<file path="src/hw/rtl/sfc_pkg.sv">
// Shared constants and CRC-16/MODBUS byte update for the scope frame encoder.
// No dependencies; used by every module of the block.
package sfc_pkg;

  localparam int CHANNEL_COUNT = 4;
  localparam int MAX_CHANNELS  = 4;

  // Channel count clamped to 1..MAX_CHANNELS
  localparam int ACTIVE_CH =
    (CHANNEL_COUNT < 1) ? 1 : ((CHANNEL_COUNT > MAX_CHANNELS) ? MAX_CHANNELS : CHANNEL_COUNT);

  localparam int NUM_DATA_BYTES = 2 * ACTIVE_CH;
  localparam int FRAME_LEN      = NUM_DATA_BYTES + 2;
  localparam int CNT_W          = $clog2(FRAME_LEN);

  localparam int CH_W      = 16;
  localparam int IN_DATA_W = CH_W * MAX_CHANNELS;

  localparam logic [CNT_W-1:0] CNT_DATA_END = CNT_W'(NUM_DATA_BYTES);
  localparam logic [CNT_W-1:0] CNT_LAST     = CNT_W'(FRAME_LEN - 1);

  localparam logic [15:0] CRC_INIT = 16'hFFFF;
  localparam logic [15:0] CRC_POLY = 16'hA001;

  typedef logic [7:0]  byte_t;
  typedef logic [15:0] crc_t;

  // One byte of reflected CRC-16, eight bit steps
  function automatic crc_t crc_byte(input crc_t crc_in, input byte_t b);
    crc_t c;
    c = crc_in ^ {8'h00, b};
    for (int k = 0; k < 8; k++) begin
      if (c[0]) begin
        c = (c >> 1) ^ CRC_POLY;
      end else begin
        c = c >> 1;
      end
    end
    return c;
  endfunction

endpackage

</file>
<file path="src/hw/rtl/scope_frame_crc16_encoder_top.sv">
// Scope frame encoder top: byte chain, CRC cell, frame sequencer, output register.
// Depends on sfc_pkg, sfc_byte_cell, sfc_crc_cell.

// Each accepted sample set becomes one frame of ten bytes on the output stream:
// channel 0..3, each low byte then high byte, then the CRC-16/MODBUS of those
// eight bytes, low byte first, with tlast on the final CRC byte. One byte leaves
// per cycle unless out_tready stalls, so the output byte rate sets throughput;
// the next sample set is taken in the cycle the previous frame's last byte
// moves into the output register, so frames run back to back with no gap.
// Accepted samples load the byte cells, then byte 0 enters the output register.
module scope_frame_crc16_encoder_top (
  input  logic        clk,
  input  logic        rst_n,

  input  logic        in_tvalid,
  output logic        in_tready,
  input  logic [63:0] in_tdata,   // channel_0 [15:0], channel_1 [31:16],
                                  // channel_2 [47:32], channel_3 [63:48]

  output logic        out_tvalid,
  input  logic        out_tready,
  output logic [7:0]  out_tdata,  // frame_byte [7:0]
  output logic        out_tlast   // last_byte
);

  localparam int NB = sfc_pkg::NUM_DATA_BYTES;

  logic                      busy_r, busy_nxt;
  logic [sfc_pkg::CNT_W-1:0] cnt_r, cnt_nxt;
  logic                      out_valid_r, out_valid_nxt;
  sfc_pkg::byte_t            out_data_r, out_data_nxt;
  logic                      out_last_r, out_last_nxt;

  logic           adv;
  logic           emit;
  logic           in_acc;
  logic           in_data_phase;
  logic           at_last;
  sfc_pkg::byte_t cell_q [NB];
  sfc_pkg::crc_t  crc;
  sfc_pkg::byte_t emit_byte;

  assign adv           = !out_valid_r || out_tready;
  assign emit          = adv && busy_r;
  assign at_last       = (cnt_r == sfc_pkg::CNT_LAST);
  assign in_data_phase = (cnt_r < sfc_pkg::CNT_DATA_END);
  assign in_tready     = !busy_r || (emit && at_last);
  assign in_acc        = in_tvalid && in_tready;

  // Byte chain; cell 0 is the head feeding the CRC cell and the output
  for (genvar i = 0; i < NB; i++) begin : g_cell
    sfc_pkg::byte_t next_b;
    if (i == NB - 1) begin : g_tail
      assign next_b = 8'h00;
    end else begin : g_mid
      assign next_b = cell_q[i+1];
    end
    sfc_byte_cell u_cell (
      .clk       (clk),
      .load      (in_acc),
      .shift     (emit && in_data_phase),
      .load_byte (in_tdata[8*i +: 8]),
      .next_byte (next_b),
      .byte_q    (cell_q[i])
    );
  end

  sfc_crc_cell u_crc (
    .clk     (clk),
    .init    (in_acc),
    .update  (emit && in_data_phase),
    .data_in (cell_q[0]),
    .crc_q   (crc)
  );

  always_comb begin
    if (in_data_phase) begin
      emit_byte = cell_q[0];
    end else if (cnt_r == sfc_pkg::CNT_DATA_END) begin
      emit_byte = crc[7:0];
    end else begin
      emit_byte = crc[15:8];
    end
  end

  always_comb begin
    busy_nxt      = busy_r;
    cnt_nxt       = cnt_r;
    out_valid_nxt = out_valid_r;
    out_data_nxt  = out_data_r;
    out_last_nxt  = out_last_r;
    if (adv) begin
      out_valid_nxt = busy_r;
      out_data_nxt  = emit_byte;
      out_last_nxt  = at_last;
    end
    if (emit) begin
      if (at_last) begin
        busy_nxt = 1'b0;
        cnt_nxt  = '0;
      end else begin
        cnt_nxt = cnt_r + 1'b1;
      end
    end
    if (in_acc) begin
      busy_nxt = 1'b1;
      cnt_nxt  = '0;
    end
  end

  always_ff @(posedge clk) begin
    if (!rst_n) begin
      busy_r      <= 1'b0;
      cnt_r       <= '0;
      out_valid_r <= 1'b0;
    end else begin
      busy_r      <= busy_nxt;
      cnt_r       <= cnt_nxt;
      out_valid_r <= out_valid_nxt;
    end
  end

  always_ff @(posedge clk) begin
    out_data_r <= out_data_nxt;
    out_last_r <= out_last_nxt;
  end

  assign out_tvalid = out_valid_r;
  assign out_tdata  = out_data_r;
  assign out_tlast  = out_last_r;

`ifndef NO_ASSERTIONS
  a_cnt_range: assert property (@(posedge clk) disable iff (!rst_n)
    cnt_r <= sfc_pkg::CNT_LAST)
    else $error("frame counter past last byte");

  a_idle_cnt: assert property (@(posedge clk) disable iff (!rst_n)
    !busy_r |-> cnt_r == '0)
    else $error("counter not parked while idle");

  a_load_start: assert property (@(posedge clk) disable iff (!rst_n)
    in_acc |=> busy_r && cnt_r == '0)
    else $error("accepted item did not start a frame");

  a_frame_end: assert property (@(posedge clk) disable iff (!rst_n)
    emit && at_last && !in_acc |=> !busy_r && out_tvalid && out_tlast)
    else $error("frame end not marked or sequencer still busy");

  a_no_early_accept: assert property (@(posedge clk) disable iff (!rst_n)
    busy_r && !at_last |-> !in_tready)
    else $error("input taken mid-frame");
`endif

endmodule

</file>
<file path="src/hw/rtl/sfc_byte_cell.sv">
// One byte cell of the frame shift chain: parallel load, shift from neighbor.
// Depends on sfc_pkg.
module sfc_byte_cell (
  input  logic          clk,
  input  logic          load,
  input  logic          shift,
  input  sfc_pkg::byte_t load_byte,
  input  sfc_pkg::byte_t next_byte,
  output sfc_pkg::byte_t byte_q
);

  sfc_pkg::byte_t byte_r;
  sfc_pkg::byte_t byte_nxt;

  always_comb begin
    byte_nxt = byte_r;
    if (load) begin
      byte_nxt = load_byte;
    end else if (shift) begin
      byte_nxt = next_byte;
    end
  end

  always_ff @(posedge clk) begin
    byte_r <= byte_nxt;
  end

  assign byte_q = byte_r;

endmodule

</file>
<file path="src/hw/rtl/sfc_crc_cell.sv">
// CRC cell at the head of the byte chain: folds in one data byte per cycle while update is high.
// Depends on sfc_pkg.
module sfc_crc_cell (
  input  logic           clk,
  input  logic           init,
  input  logic           update,
  input  sfc_pkg::byte_t data_in,
  output sfc_pkg::crc_t  crc_q
);

  sfc_pkg::crc_t crc_r;
  sfc_pkg::crc_t crc_nxt;

  always_comb begin
    crc_nxt = crc_r;
    if (init) begin
      crc_nxt = sfc_pkg::CRC_INIT;
    end else if (update) begin
      crc_nxt = sfc_pkg::crc_byte(crc_r, data_in);
    end
  end

  always_ff @(posedge clk) begin
    crc_r <= crc_nxt;
  end

  assign crc_q = crc_r;

endmodule
</file>
<file path="config.mk">
export PLATFORM = sky130hd
export DESIGN_NAME = scope_frame_crc16_encoder_top
export DESIGN_NICKNAME = d
export VERILOG_FILES = /design/src/hw/rtl/sfc_pkg.sv /design/src/hw/rtl/scope_frame_crc16_encoder_top.sv /design/src/hw/rtl/sfc_byte_cell.sv /design/src/hw/rtl/sfc_crc_cell.sv
export SDC_FILE = /design/constraint.sdc
export NUM_CORES = 1
export LEC_CHECK = 0
export ABC_AREA = 1
export BUFFER_PORTS_ARGS = -buffer_cell sky130_fd_sc_hd__buf_2
export CAP_MARGIN = 15
export CORE_ASPECT_RATIO = 1.4
export CORE_MARGIN = 3
export CORE_UTILIZATION = 50
export DETAILED_ROUTE_END_ITERATION = 8
export PLACE_DENSITY = 0.73
export REMOVE_ABC_BUFFERS = 1
export SYNTH_ARGS = -nofsm -noshare
export SYNTH_HDL_FRONTEND = slang
export SYNTH_SLANG_ARGS = --single-unit
</file>
<file path="constraint.sdc">
create_clock -name clk -period 4.5 [get_ports clk]
set_input_delay 0.675 -clock clk [delete_from_list [all_inputs] [get_ports clk]]
set_output_delay 0.675 -clock clk [all_outputs]
set_load 0.01 [all_outputs]
</file>
-- After elaboration in Yosys (flattened, before gate mapping)
Index checks and enable logic that the tools add are counted.
- bits in registers: 95
- input port bits: 68
- output and inout port bits: 11
- logic and storage cells: 85
- add/subtract/negate cells: 1
- order comparisons: 1
- equality and inequality tests: 2
- mux-type cells: 44
- bitwise gates (word level): 10
- reductions and logical operators: 13
- operators by type and width (kind ; count):
    $mux 16 ; 22
    $mux 8 ; 18
    $not 2->3 ; 8
    $xor 16x8->16 ; 1
    $eq 4x4->1 const B ; 2
    $reduce_bool 2->1 ; 3
    $add 4x1->4 const B ; 1
    $logic_and 1x1->1 ; 4
    $lt 4x4->1 const B ; 1
    $mux 4 ; 1
    $mux 1 ; 3
    $logic_not 1->1 ; 2
    $logic_or 1x1->1 ; 2
    $reduce_and 2->1 ; 1
    $reduce_or 2->1 ; 1
    $not 1->1 ; 1

-- Depth between registers and ports, before layout
- depth in word-level cells: 33
- depth in mapped cells: 15
- depth with buffers taken out: 15

-- Modules after synthesis
From an unflattened synthesis, not the netlist that was laid out.
- cell total of the unflattened synthesis: 513
- area, all modules: 4669.5 um^2
- by module, submodules not included (module ; instances ; cells each ; area an instance (um^2) ; sequential area each (um^2)):
    sfc_byte_cell ; 8 ; 35 ; 351.6 ; 240.2
    sfc_crc_cell ; 1 ; 139 ; 1031.0 ; 320.3
    scope_frame_crc16_encoder_top ; 1 ; 94 ; 825.8 ; 390.4

-- Worst setup path before layout
No wires, ideal clock.
- kind: input -> register
- from: in out_tready
- to: reg u_crc.crc_r[12] (netlist: u_crc.crc_q[12])
- library setup time: 78 ps
- arrival: 2411 ps
- data required time: 4422 ps
- slack: 2011 ps
- stages: 9
- path buffers: 1
- path through: inv_1 > nand2_1 > nand2_1 > nor2_1 > inv_1 > nand2_4 > inv_2 > buf_6 > a32oi_1
- longest elaborated chain between the ends: 5
- elaborated cells between the ends (all ways): 6
- classes of those cells: 6 x reduce/logical
- ends and longest elaborated chain (what ; line ; text):
    start: declaration ; scope_frame_crc16_encoder_top.sv:21 ; input logic out_tready,
    $logic_or 1x1->1 * ; scope_frame_crc16_encoder_top.sv:43 ; assign adv = !out_valid_r || out_tready;
    $logic_and 1x1->1 * ; scope_frame_crc16_encoder_top.sv:44 ; assign emit = adv && busy_r;
    $logic_and 1x1->1 ; scope_frame_crc16_encoder_top.sv:47 ; assign in_tready = !busy_r || (emit && at_last);
    $logic_or 1x1->1 ; scope_frame_crc16_encoder_top.sv:47 ;
    $logic_and 1x1->1 ; scope_frame_crc16_encoder_top.sv:48 ; assign in_acc = in_tvalid && in_tready;
    end signal: assignment ; sfc_crc_cell.sv:24 ; crc_r <= crc_nxt;
    end: declaration ; sfc_crc_cell.sv:11 ; sfc_pkg::crc_t crc_r;
Mark *: on every way between the ends. The rest lies on a longest branch, timed or not.
A chain may end at the register's enable or synchronous reset.

-- Worst setup path after layout
- from: in out_tready
- to: reg g_cell[5].u_cell.byte_r[5], enable pin
- longest elaborated chain between the ends: 6
- elaborated cells between the ends (all ways): 7
- classes of those cells: 7 x reduce/logical
- ends and longest elaborated chain (what ; line ; text):
    $logic_or 1x1->1 * ; scope_frame_crc16_encoder_top.sv:43 ;
    $logic_and 1x1->1 * ; scope_frame_crc16_encoder_top.sv:44 ;
    $logic_and 1x1->1 ; scope_frame_crc16_encoder_top.sv:47 ;
    $logic_or 1x1->1 ; scope_frame_crc16_encoder_top.sv:47 ;
    $logic_and 1x1->1 ; scope_frame_crc16_encoder_top.sv:48 ;
    $reduce_bool 2->1 (no line) * ; -- ;
    end signal: assignment ; sfc_byte_cell.sv:25 ; byte_r <= byte_nxt;
    end: declaration ; sfc_byte_cell.sv:12 ; sfc_pkg::byte_t byte_r;
Marks and branches as above.

==> results.yml <==
clocking:
  clock-sinks: 95
  cts_tree: "yes"
  cts_resized: 0
  clock_latency_ns: 0.34
  clk_path_buf_depth: 2
  clk_pin_slew_ns: 0.06
  cts_root_buffer: "clkbuf_16"
  hold_buffers: 0
  cts-buffers-inserted: 9
  htreeDepth: 3
  cts_setup_buffers: 0
floorplanning:
  design.die.area_mm2: 0.00990
  rows: 39
  fp.dieW_um: 85.0
  core_mm2: 0.00834
  ioPinCount: 79
  fp.dieH_um: 117
  initial_core_util: 0.523
global_routing:
  grt_pass1_wl_um: 13800
  grt_max_degree: 58
  grtUsageTotal: 0.177
  grt_pass1_vias: 3073
  overflow: 0
  antenna_found_initial: 0
timing:
  setup_violations: 0
  fin_setup_tns_ns: 0
  tightestPinTransition_ns: 0.905
  fin_ws_ns: 1.71
  finClkSkew_ns: 0.00584
  relSlewSlack: 0.396
  hold_viol_final: 0
  grt_setup_unrepaired: "false"
  timing.final.crit_share: 0.619
  maxSlewViolCount: 0
  fmax_mhz: 359
  period_minus_slack_ns: 2.79
  hold_slack_ns: 0.500
critical_path:
  arrival_ns: 2.78
  crit_top_cell: "nand2_4"
  cp_data_required_time_ns: 4.49
  setup.worst_path.class: "input port to register"
  path_max_fanout: 37
  slowest_delay_ns: 0.46
  endpoint_kind: "register"
  crit_path_start_kind: "input port"
  cpMaxStageDelayCell: "buf_4"
  crit_chain: "buf_2, inv_1, nand2_1, nand2_1, inv_1, nand2_2, nand2_4, nand2_4, nand2_4, buf_4"
place:
  io_buffers: 78
  dp.cells: 649
  dpl.hpwl_um: 5610
  preCtsSetupSlack_ns: 1.30
  place_congestion: 0.809
  place_area_mm2: 0.00477
finish:
  final_cell_area_mm2: 0.00502
  drive_above_1_share: 0.190
  area_growth_syn_to_layout_pct: 15.1
  final_util: 0.602
  insertedDiodeCount: 0
  finalNetCount: 626
  layout_commonest_cell: "nand2_1"
  nFillCells: 700
  fin_cells: 665
  final_cell_mix: "nand2_1, buf_2, edfxtp_1, inv_1, dfxtp_1"
pwr:
  p_int_mw: 1.66
  switchingPower_mw: 0.660
  pwr-share-clk: 0.288
  power.density_mw_per_mm2: 462
  comb_power_share: 0.206
  swShare: 0.285
  ir_drop_uv: 356
  leakagePower_nw: 2.45
  total_power_mw: 2.32
  seqPwrFrac: 0.506
synth:
  synth_largest_area_cell: "edfxtp_1"
  synth_area_leaders: "edfxtp_1, nand2_1, dfxtp_1"
  syn_area_mm2: 0.00436
  yosys.area.top_type_share: 0.502
  synth-warning-count: 0
  yosysUniqueCellTypes: 25
  yosysSeqAreaShare: 0.603
  syn_inst: 483
  ys_seq_elements: 95
  postSynthAreaPerCell_um2: 9.04
route:
  vias: 3274
  viasPerCell: 4.92
  routedWlPerCell_um: 12.4
  final_antenna_net_count: 0
  first_iter_violations: 213
  wl_um: 8260
  firstDrtPassIters: 4
  drc: 0
run:
  maxCapViolations: 0
min_path:
  hp-class: "register to register"
outcome:
  status: "finished clean"
Yosys cell counts:
master and count:
a21oi_1 11, a22oi_1 1, a22oi_2 5, a32oi_1 5, buf_2 8, buf_6 8, clkbuf_1 1, dfxtp_1 22
edfxtp_1 73, inv_1 43, inv_2 3, inv_4 1, nand2_1 241, nand2_2 1, nand2_4 3, nand3_1 10
nor2_1 17, nor2_4 1, nor3_1 2, nor3_4 1, nor3b_1 1, o21ai_0 18, o22ai_1 2, xnor2_1 3
xor2_1 2
state kept, by name, summed over array words and instances, names as in the netlist:
register and flops:
out_tdata 8, cnt_r 4, u_crc.crc_q 16, out_tvalid 1, g_cell.u_cell.byte_q 64, out_tlast 1, busy_r 1
power by group through the flow:
stage,combinational (mW),clock [mW],sequential [mW]
global placement,0.460,0,1.19
global route,0.554,0.718,1.19
floorplan,0.342,0,1.19
finish,0.477,0.669,1.17
CTS,0.480,0.680,1.17
detailed placement,0.475,0,1.19
worst max-delay path: cells and delay by family:
kind	cells	cell delay, ns
buf+inv	4	0.72
simple gates	6	1.35
worst paths after layout:
path	from	to	slack [ns]	cells after the start
hold reg to reg	u_crc.crc_q[5]	u_crc.crc_q[5]	0.50	2
setup / recovery	out_tready	g_cell[5].u_cell.byte_q[5]	1.71	10
hold / removal	u_crc.crc_q[5]	u_crc.crc_q[5]	0.50	2
setup reg to reg	cnt_r[3]	g_cell[5].u_cell.byte_q[5]	1.83	9
cells by family (layout without fill, tap and decap cells):
logic type      count (synthesis)  count (layout)  share of synthesized area
xor+xnor                        5               5                     0.0100
buf+inv                        64             144                     0.0717
simple gates                  277             277                      0.253
flops                          95              95                      0.603
compound gates                 42              42                     0.0622
metal layers:
| metal | track usage | vias to the layer above | share of wire |
|---|---|---|---|
| met5 | 0 | - | 0 |
| met4 | 0.0665 | 0 | 0.013 |
| met3 | 0.0480 | 7 | 0.049 |
| met2 | 0.296 | 79 | 0.51 |
| met1 | 0.221 | 1492 | 0.43 |
| li1 | - | 1696 | - |
layout make-up:
type,count,area [um2],share of cell area
flip-flops and latches,95,2630,0.524
multi-input cells,324,1420,0.282
repair buffers,81,413,0.0822
clock buffers,14,244,0.0486
inverters,47,179,0.0356
well taps,102,128,0.0254
clock inverters,2,10.0,0.00199
(Power assumes the default switching activity.)
